`config.mk`:
```
export PLATFORM = sky130hd
export DESIGN_NAME = length_prefix_deframer
export DESIGN_NICKNAME = d
export VERILOG_FILES = /design/src/design/lpd_pkg.sv /design/src/design/length_prefix_deframer.sv /design/src/design/lpd_core.sv /design/src/design/lpd_out_buf.sv
export SDC_FILE = /design/constraint.sdc
export NUM_CORES = 1
export LEC_CHECK = 0
export ABC_AREA = 0
export BUFFER_PORTS_ARGS = -buffer_cell sky130_fd_sc_hd__buf_4
export CORE_UTILIZATION = 35
export DETAILED_ROUTE_END_ITERATION = 10
export PLACE_DENSITY = 0.55
export SLEW_MARGIN = 5
export SYNTH_ARGS = -nofsm -noshare
export SYNTH_HDL_FRONTEND = slang
export SYNTH_HIERARCHICAL = 1
export SYNTH_SLANG_ARGS = --single-unit
```
`constraint.sdc`:
```
create_clock -name clk -period 18.5 [get_ports clk]
set_input_delay 2.775 -clock clk [delete_from_list [all_inputs] [get_ports clk]]
set_output_delay 2.775 -clock clk [all_outputs]
set_load 0.02 [all_outputs]
```
`src/design/lpd_pkg.sv`:
```
// Shared types and constants for the length-prefix deframer.
// Used by lpd_core, lpd_out_buf and length_prefix_deframer; no dependencies.
`timescale 1ns / 1ps
package lpd_pkg;

	localparam int HEADER_BYTES = 4;
	localparam int LEN_W        = 31;

	localparam logic [1:0] KIND_PAYLOAD = 2'd0;
	localparam logic [1:0] KIND_EMPTY   = 2'd1;
	localparam logic [1:0] KIND_STREAM  = 2'd2;
	localparam logic [1:0] KIND_TOO_BIG = 2'd3;

	localparam logic REQ_DATA  = 1'b0;
	localparam logic REQ_ERROR = 1'b1;

	localparam logic CFG_BIG_ENDIAN = 1'b0;
	localparam logic CFG_MAX_LEN    = 1'b1;

	typedef struct packed {
		logic [1:0]       kind;
		logic [7:0]       payload_byte;
		logic             first_byte;
		logic             last_byte;
		logic [LEN_W-1:0] message_length;
		logic [7:0]       status_code;
	} result_t;

endpackage

```
`src/design/length_prefix_deframer.sv`:
```
// Top level of the length-prefix deframer: framing core and output buffer.
// Depends on lpd_pkg, lpd_core and lpd_out_buf.
//
// Channel   Direction  Handshake            Contents
// in        slave      in_tvalid/in_tready  one stream byte or stream-error beat
// out       master     out_tvalid/tready    payload byte, empty, error or too-large
// cfg       write      cfg_we               byte order, maximum payload length
//
// A beat is accepted every cycle while the output buffer has a free slot.
// Its result, if any, is written into the output buffer when the beat is accepted.
// The two-entry output buffer keeps full rate while a result waits.
// Reset clears the framing state and loads big-endian order and the largest
// maximum; input stalls only when both output slots are occupied.
`timescale 1ns / 1ps
module length_prefix_deframer
	import lpd_pkg::*;
(
	input  logic             clk,
	input  logic             arst_n,
	input  logic             cfg_we,
	input  logic             cfg_index,
	input  logic [LEN_W-1:0] cfg_data,
	input  logic             in_tvalid,
	output logic             in_tready,
	input  logic [15:0]      in_tdata,  // data_byte [7:0], error_code [15:8]
	input  logic             in_tuser,  // req_type
	output logic             out_tvalid,
	input  logic             out_tready,
	// payload_byte [7:0], first_byte [8], message_length [39:9], status_code [47:40]
	output logic [47:0]      out_tdata,
	output logic [1:0]       out_tuser, // out_kind
	output logic             out_tlast  // last_byte
);

	logic    beat_accept;
	logic    res_valid;
	result_t res;
	result_t head;
	logic    can_push;

	assign in_tready   = can_push;
	assign beat_accept = in_tvalid && in_tready;

	lpd_core u_core (
		.clk         (clk),
		.arst_n      (arst_n),
		.cfg_we      (cfg_we),
		.cfg_index   (cfg_index),
		.cfg_data    (cfg_data),
		.beat_accept (beat_accept),
		.req_type    (in_tuser),
		.data_byte   (in_tdata[7:0]),
		.error_code  (in_tdata[15:8]),
		.res_valid   (res_valid),
		.res         (res)
	);

	lpd_out_buf u_out (
		.clk        (clk),
		.arst_n     (arst_n),
		.push       (beat_accept && res_valid),
		.push_data  (res),
		.can_push   (can_push),
		.head_valid (out_tvalid),
		.head_ready (out_tready),
		.head       (head)
	);

	assign out_tdata = {head.status_code, head.message_length, head.first_byte,
		head.payload_byte};
	assign out_tuser = head.kind;
	assign out_tlast = head.last_byte;

	a_stall_only_full: assert property (@(posedge clk) disable iff (!arst_n)
		!in_tready |-> out_tvalid)
		else $error("input stalled while output buffer has no pending beat");

	a_error_beat_emits: assert property (@(posedge clk) disable iff (!arst_n)
		(in_tvalid && in_tready && in_tuser == REQ_ERROR && !out_tvalid) |=> out_tvalid)
		else $error("stream-error beat produced no result");

	a_last_kind: assert property (@(posedge clk) disable iff (!arst_n)
		(out_tvalid && out_tlast) |-> (out_tuser == KIND_PAYLOAD || out_tuser == KIND_EMPTY))
		else $error("last marker on a result that is not a message");

endmodule

```
`src/design/lpd_core.sv`:
```
// Framing state, configuration registers and per-beat result decode.
// Depends on lpd_pkg; feeds one result per producing beat to lpd_out_buf.
`timescale 1ns / 1ps
module lpd_core
	import lpd_pkg::*;
(
	input  logic             clk,
	input  logic             arst_n,
	input  logic             cfg_we,
	input  logic             cfg_index,
	input  logic [LEN_W-1:0] cfg_data,
	input  logic             beat_accept,
	input  logic             req_type,
	input  logic [7:0]       data_byte,
	input  logic [7:0]       error_code,
	output logic             res_valid,
	output result_t          res
);

	logic             big_endian_q;
	logic [LEN_W-1:0] max_len_q;
	logic [2:0]       hdr_count_q;
	logic [31:0]      hdr_value_q;
	logic [LEN_W-1:0] left_q;
	logic             in_payload_q;
	logic             at_first_q;

	logic [2:0]       hdr_count_d;
	logic [31:0]      hdr_value_d;
	logic [LEN_W-1:0] left_d;
	logic             in_payload_d;
	logic             at_first_d;

	logic [2:0]  cnt_inc;
	logic [31:0] hdr_shift;
	logic        hdr_done;
	logic        too_big;
	logic        last_pay;

	assign cnt_inc   = hdr_count_q + 3'd1;
	assign hdr_shift = big_endian_q ? {hdr_value_q[23:0], data_byte}
		: (hdr_value_q | ({24'd0, data_byte} << {hdr_count_q[1:0], 3'b000}));
	assign hdr_done  = (cnt_inc >= 3'(HEADER_BYTES));
	assign too_big   = (hdr_shift > {1'b0, max_len_q});
	assign last_pay  = (left_q <= LEN_W'(1));

	always_comb begin
		hdr_count_d  = hdr_count_q;
		hdr_value_d  = hdr_value_q;
		left_d       = left_q;
		in_payload_d = in_payload_q;
		at_first_d   = at_first_q;
		res_valid    = 1'b0;
		res          = '0;
		if (req_type == REQ_ERROR) begin
			hdr_count_d    = '0;
			hdr_value_d    = '0;
			left_d         = '0;
			in_payload_d   = 1'b0;
			at_first_d     = 1'b1;
			res_valid      = 1'b1;
			res.kind       = KIND_STREAM;
			res.status_code = error_code;
		end else if (in_payload_q) begin
			res_valid          = 1'b1;
			res.kind           = KIND_PAYLOAD;
			res.payload_byte   = data_byte;
			res.first_byte     = at_first_q;
			res.last_byte      = last_pay;
			res.message_length = hdr_value_q[LEN_W-1:0];
			if (last_pay) begin
				hdr_count_d  = '0;
				hdr_value_d  = '0;
				left_d       = '0;
				in_payload_d = 1'b0;
				at_first_d   = 1'b1;
			end else begin
				left_d     = left_q - LEN_W'(1);
				at_first_d = 1'b0;
			end
		end else begin
			hdr_value_d = hdr_shift;
			hdr_count_d = cnt_inc;
			if (hdr_done) begin
				if (too_big || hdr_shift == 32'd0) begin
					hdr_count_d = '0;
					hdr_value_d = '0;
					left_d      = '0;
					at_first_d  = 1'b1;
					res_valid   = 1'b1;
					if (too_big) begin
						res.kind           = KIND_TOO_BIG;
						res.message_length = hdr_shift[31] ? '1 : hdr_shift[LEN_W-1:0];
					end else begin
						res.kind      = KIND_EMPTY;
						res.last_byte = 1'b1;
					end
				end else begin
					hdr_count_d  = '0;
					left_d       = hdr_shift[LEN_W-1:0];
					in_payload_d = 1'b1;
					at_first_d   = 1'b1;
				end
			end
		end
	end

	always_ff @(posedge clk or negedge arst_n) begin
		if (!arst_n) begin
			big_endian_q <= 1'b1;
			max_len_q    <= '1;
		end else if (cfg_we) begin
			unique case (cfg_index)
				CFG_BIG_ENDIAN: big_endian_q <= cfg_data[0];
				CFG_MAX_LEN:    max_len_q    <= cfg_data;
				default:        max_len_q    <= max_len_q;
			endcase
		end
	end

	always_ff @(posedge clk or negedge arst_n) begin
		if (!arst_n) begin
			hdr_count_q  <= '0;
			hdr_value_q  <= '0;
			left_q       <= '0;
			in_payload_q <= 1'b0;
			at_first_q   <= 1'b1;
		end else if (beat_accept) begin
			hdr_count_q  <= hdr_count_d;
			hdr_value_q  <= hdr_value_d;
			left_q       <= left_d;
			in_payload_q <= in_payload_d;
			at_first_q   <= at_first_d;
		end
	end

endmodule

```
`src/design/lpd_out_buf.sv`:
```
// Two-entry result register with skid slot on the output stream.
// Depends on lpd_pkg for the result struct.
`timescale 1ns / 1ps
module lpd_out_buf
	import lpd_pkg::*;
(
	input  logic    clk,
	input  logic    arst_n,
	input  logic    push,
	input  result_t push_data,
	output logic    can_push,
	output logic    head_valid,
	input  logic    head_ready,
	output result_t head
);

	logic [1:0] count_q;
	result_t    head_q;
	result_t    skid_q;
	logic       pop;

	assign pop        = (count_q != 2'd0) && head_ready;
	assign can_push   = (count_q != 2'd2);
	assign head_valid = (count_q != 2'd0);
	assign head       = head_q;

	always_ff @(posedge clk or negedge arst_n) begin
		if (!arst_n) begin
			count_q <= '0;
		end else begin
			count_q <= count_q + {1'b0, push} - {1'b0, pop};
		end
	end

	always_ff @(posedge clk) begin
		if (pop) begin
			if (count_q == 2'd2) begin
				head_q <= skid_q;
			end else if (push) begin
				head_q <= push_data;
			end
			if (count_q == 2'd2 && push) begin
				skid_q <= push_data;
			end
		end else if (push) begin
			if (count_q == 2'd0) begin
				head_q <= push_data;
			end else begin
				skid_q <= push_data;
			end
		end
	end

endmodule
```
==> impl_metrics.toml, run 1 <==
[run_status]
status = "finished clean"

[clocking]
post-cts-setup-buffers = 0
cts_hold_buf = 0
clock_sinks = 204
numCtsBuffers = 25
tritoncts = "done"
cts_resized = 0
cts_max_level = 1
clk_path_buf_depth = 3
clk-insertion-delay-late_ns = 0.54
clkTransAtPathRegs_ns = 0.06
cts-root-buf = "clkbuf_16"

[timing]
clock.fmax_ghz = 0.159
fin_crit_ns = 6.30
whs_ns = 0.498
fin_crit_sh_pct = 34.0
worst_slew_pin_slew_ns = 1.01
finalSetupTns_ns = 0
rsz0062_at_grt = "false"
maxSlewHeadroom_pct = 32.3
clock_skew_ns = 0.0163
setup_viol = 0
slew_violations = 0
final_hold_viol_count = 0

[drt]
num_vias = 7817
first_iter_violations = 656
drc = 0
viasPerCell = 5.39
drtPass1Iterations = 5
wl_um = 29400
wl_per_cell_um = 20.2
drtAntennaViolNets = 0

[placed_design]
hpwl_um = 20400
place_area_um2 = 11700
gp_congestion = 0.902
io_buffers = 106

[floorplan]
start_util_pct = 35.6
ioPinCount = 107
core-area_um2 = 29600
die_h_um = 176
rows = 63
die_area_um2 = 30900
fp.dieW_um = 176

[global_route]
grt_pass1_wl_um = 45900
antenna_found_initial = 0
grt_overflow = 0
grt_pass1_vias = 7636
grt_max_degree = 72
grt_usage_pct = 19.3

[worst_setup_path]
rrSetupSlack_ns = 12.85
end_kind = "flop"
r2r_cells = 15
rr_startpoint = "u_core/big_endian_q"
critPathArrivalTime_ns = 6.47
rr_endpoint = "u_out/head[33]"
setup.worst_path.class = "in -> reg"
cp.required_ns = 18.67
cp_max_fo = 51
cp-start-kind = "primary input"

[logic_synthesis]
synth_area_leaders = "edfxtp_1, dfrtp_1, mux2_2, dfstp_2, ha_1"
syn-cell-area_um2 = 10600
synth_nets = 1027
synth_top_area_cell = "edfxtp_1"
ys_warn_count = 6
synth_edf_count = 102
synth_top_area_share_pct = 29.0
async_reset_ff_share_pct = 50.0
avgSynthCellArea_um2 = 11.3
yosysSeqAreaShare_pct = 53.6
synth.distinct_cells = 67
syn_inst = 938
ys_ff_latch = 204
synth_flop_cell = "edfxtp_1"

[pwr]
pwr_density_cell_nw_per_um2 = 167
total_power_uw = 2090
peakVddDrop_mv = 0.0694
leakagePower_uw = 0.00531

[worst_hold_path]
holdCritPathClass = "reg -> reg"
holdCritStartpoint = "u_core/hdr_value_q[31]"
min_to = "u_core/hdr_value_q[31]"
hold_path_depth = 2

[final_layout]
antennaDiodeCount = 0
drive_above_1_share_pct = 29.8
fin_util_pct = 42.3
area_delta_synth_final_pct = 18.7
fin_area_um2 = 12500
nNetsFinal = 1131

[flow_run]
timing.max_cap.violations = 0
## area by class of cell
class                      instances  area, µm²
sequential                       204       5660
inverter                          65        244
tap                              390        488
clock inverter                    15        128
multi-input combinational        626       4420
clock buffer                      31        689
fill                            2890      17100
timing repair buffer             120        901
## per-layer routing
layer  track usage, %  vias to the layer above  wire (µm)
met5                0                        -          0
met4             4.78                        0        669
met3             3.07                       47       2080
met2             30.0                      309      13400
met1             27.9                     3800      13200
li1                 -                     3661          -
## per-stage QoR
stage	instances	setup WS, ns
5_1_grt	1451	11.98
6_report	1451	12.20
3_3_place_gp	1405	11.72
4_1_cts	1451	12.20
3_5_place_dp	1405	11.64
2_1_floorplan	938	9.39
## cells in the mapped netlist, drive strengths merged (2+ instances only)
master and n:
nand3 13, nor3b 3, nor2b 8, o32ai 3, mux2 89, buf 16
o22ai 5, nor3 13, a22o 23, nor4 12, nand2b 4, a221o 6
xor2 3, o21a 15, nand2 99, nor2 50, a22oi 9, inv 65
and3 5, a2bb2oi 3, ha 35, a21boi 2, and2 23, o211ai 7
or2 4, nand4 9, or4 6, o41ai 2, a21o 4, o31ai 6
a21oi 41, or3 5, edfxtp 102, clkbuf 27, mux2i 2, a31o 7
nand3b 4, dfstp 33, o21ai 76, o221ai 9, a31oi 8, a2111oi 2
dfrtp 69, xnor2 4
## logic make-up (layout without fill, tap and decap cells)
group | Yosys count | count (layout) | share of synthesized area, %
AND/OR/NAND/NOR | 259 | 259 | 12.0
AO/OA/AOI/OAI | 234 | 234 | 15.3
flip-flops | 204 | 204 | 53.6
buffers and inverters | 108 | 231 | 4.62
multiplexers | 91 | 91 | 9.72
adder cells (fa/ha/maj) | 35 | 35 | 4.15
XOR/XNOR | 7 | 7 | 0.581
## sequential cells by signal (all words and copies together) (netlist names)
register,count
u_core/at_first_q,1
u_core/hdr_count_q,3
u_out/head,51
u_core/left_q,31
u_core/max_len_q,31
u_out/skid_q,51
u_core/hdr_value_q,32
u_core/big_endian_q,1
u_out/count_q,2
u_core/in_payload_q,1
## layout by cell type (no fill, tap or decap), types with 10 or more instances in the layout
cell / count
nor3_1: 13
o21ai_0: 50
clkbuf_16: 26
a21oi_1: 40
buf_4: 120
nor2_1: 49
inv_1: 65
ha_1: 35
dfstp_2: 33
edfxtp_1: 102
nor4_1: 10
nand3_1: 12
o21ai_1: 11
nand2_1: 99
and2_1: 23
mux2_2: 84
o21ai_2: 14
dfrtp_1: 69
a22o_1: 23
o21a_1: 15
## critical path, cell delays in order
cell      delay, ns
buf_4          0.14
a22oi_1        0.66
inv_1          0.13
ha_1           0.32
nand2_1        0.06
nor4_1         0.24
a21boi_0       0.24
o31ai_1        0.13
a21oi_2        0.40
nor2_1         0.13
a21oi_1        0.15
and3_1         0.24
mux2i_1        0.13
o21ai_4        0.13
buf_4          0.54
## worst max-delay path by stage
stage | from | to | slack, ns | cells past startpoint
after floorplan | in_tdata[5] | u_out/head[0] | 9.39 | 13
after global placement | in_tdata[4] | u_out/head[27] | 11.72 | 15
after detailed placement | in_tdata[4] | u_out/head[27] | 11.64 | 15
after CTS | in_tdata[4] | u_out/head[14] | 12.20 | 15
after global routing | in_tdata[4] | u_out/head[30] | 11.98 | 15
final | in_tdata[4] | u_out/head[33] | 12.20 | 15
## report_power, final
group / leakage [µW] / switching (µW) / total [µW] / internal, µW
Clock: 0.000403 / 201 / 482 / 281
Sequential: 0.00223 / 106 / 756 / 650
Combinational: 0.00267 / 538 / 849 / 311
Total: 0.00531 / 845 / 2090 / 1240
Note: power is estimated with default switching activity, not from simulation.
==> run 2: changes to the inputs <==
Clock period 18.5 ns to 6.25 ns, I/O delays scaled along.
==> impl_metrics.toml, run 2 (synthesis gave the netlist of run 1 again) <==
[final_layout]
area_delta_synth_final_pct = 19.6
antennaDiodeCount = 0
final_common_cell = "buf_4"
register_area_um2 = 5660
layout_common_cells = "buf_4, edfxtp_1, nand2_1"
multi_input_area_um2 = 4420
drive_above_1_share_pct = 30.3
fill_cells = 2883
fin_cells = 1458
nNetsFinal = 1139

[global_route]
grt_pass1_wl_um = 46200
antenna_found_initial = 0
grt_usage_pct = 19.5
grt_max_degree = 77
grt_overflow = 0
grt_pass1_vias = 7669

[drt]
num_vias = 7900
wl_um = 29900
viasPerCell = 5.42
drc = 0
first_iter_violations = 731
drtAntennaViolNets = 0
drtPass1Iterations = 5
wl_per_cell_um = 20.5

[pwr]
p_clk_share_pct = 23.0
p_comb_share_pct = 41.3
pwr_density_cell_nw_per_um2 = 495
peakVddDrop_mv = 0.193
switching_share_pct = 40.1
internal-power_uw = 3740
leakagePower_uw = 0.00535
power_switching_uw = 2500
p_seq_share_pct = 35.7

[worst_setup_path]
cpPeakStageDelay_ns = 0.96
rr_startpoint = "u_core/big_endian_q"
crit_slowest_cell = "a22oi_1"
path_cells = "inv_1 > a22oi_1 > inv_1 > ha_1 > nand2_1 > nor4_1 > a21boi_0 > o31ai_1 > a21oi_2 > nor2_1 > a21oi_1 > and3_1 > mux2i_1 > o21ai_4 > buf_4"
setup.worst_path.class = "reg -> reg"
rrSetupSlack_ns = 0.69
r2r_cells = 15
critPathArrivalTime_ns = 5.72
cp.required_ns = 6.41
crit_top_cell = "inv_1"
rr_endpoint = "u_out/head[29]"
cp_max_fo = 51
cp-start-kind = "flop"
end_kind = "flop"
path_buf_inv = 3
cp_top_family = "compound AO/OA/AOI/OAI gates"

[floorplan]
start_util_pct = 35.6
core-area_um2 = 29600
rows = 63
die_h_um = 176
ioPinCount = 107
die_area_um2 = 30900
fp.dieW_um = 176

[timing]
maxSlewHeadroom_pct = 29.0
worst_slew_pin_slew_ns = 1.06
clock_skew_ns = 0.0219
finalSetupTns_ns = 0
whs_ns = 0.325
rsz0062_at_grt = "false"
setup_ws_ns = 0.691
fin_crit_sh_pct = 88.9
final_hold_viol_count = 0
fin_crit_ns = 5.56
setup_viol = 0
clock.fmax_ghz = 0.180
slew_violations = 0

[placed_design]
io_buffers = 106
pre_cts_ws_ns = 0.838
hpwl_um = 21000
gp_congestion = 0.940
dp_cells = 1414

[clocking]
clock_sinks = 204
clk-insertion-delay-late_ns = 0.53
tritoncts = "done"
cts_hold_buf = 0
clk_path_buf_depth = 3
post-cts-setup-buffers = 0
cts-root-buf = "clkbuf_16"
clkTransAtPathRegs_ns = 0.06
numCtsBuffers = 24
cts_max_level = 1
cts_resized = 0

[flow_run]
timing.max_cap.violations = 0

[run_status]
status = "finished clean"

[worst_hold_path]
holdCritPathClass = "in -> async"
## run 2: layer usage
metal / GRT usage (%) / vias up / share of wire, %
met5: 0 / - / 0
met4: 4.67 / 0 / 2.1
met3: 2.55 / 45 / 6.1
met2: 31.1 / 310 / 46
met1: 27.8 / 3874 / 45
li1: - / 3671 / -
## run 2: how the worst max path moves through the flow
stage	start	to	slack [ns]	depth (start not counted)
finish	u_core/big_endian_q	u_out/head[29]	0.69	15
global route	u_core/big_endian_q	u_out/head[27]	0.46	15
CTS	u_core/big_endian_q	u_out/head[27]	0.81	15
detailed placement	u_core/big_endian_q	u_out/head[31]	0.84	15
global placement	u_core/big_endian_q	u_out/head[27]	0.83	15
floorplan	u_core/big_endian_q	u_out/head[0]	0.28	15
## run 2: worst register-to-register path, cell delays in order, from the launching register on
cell and delay, ns:
dfstp_2 0.73, inv_1 0.41, a22oi_1 0.96, inv_1 0.11, ha_1 0.32, nand2_1 0.07, nor4_1 0.32, a21boi_0 0.27
o31ai_1 0.16, a21oi_2 0.45, nor2_1 0.13, a21oi_1 0.15, and3_1 0.23, mux2i_1 0.12, o21ai_4 0.13, buf_4 0.55
## run 2: metrics by stage
stage	total power, µW	utilization (%)	instance area, µm²
2_1_floorplan	3830	-	10600
3_3_place_gp	4780	39.8	11800
3_5_place_dp	4800	39.8	11800
4_1_cts	6270	42.6	12600
5_1_grt	6600	42.6	12600
6_report	6250	42.6	12600
## run 2: power groups by stage
stage | clock, µW | combinational [µW] | sequential, µW
floorplan | 0 | 1530 | 2300
global placement | 0 | 2540 | 2250
detailed placement | 0 | 2550 | 2250
CTS | 1480 | 2560 | 2230
global route | 1520 | 2800 | 2280
finish | 1430 | 2580 | 2230
## run 2: area by class of cell
| class | count | share of cell area [%] |
|---|---|---|
| inverter | 65 | 1.93 |
| clock inverter | 11 | 0.952 |
| sequential | 204 | 44.8 |
| tap | 390 | 3.87 |
| multi-input combinational | 626 | 35.1 |
| timing repair buffer | 129 | 7.77 |
| clock buffer | 33 | 5.58 |
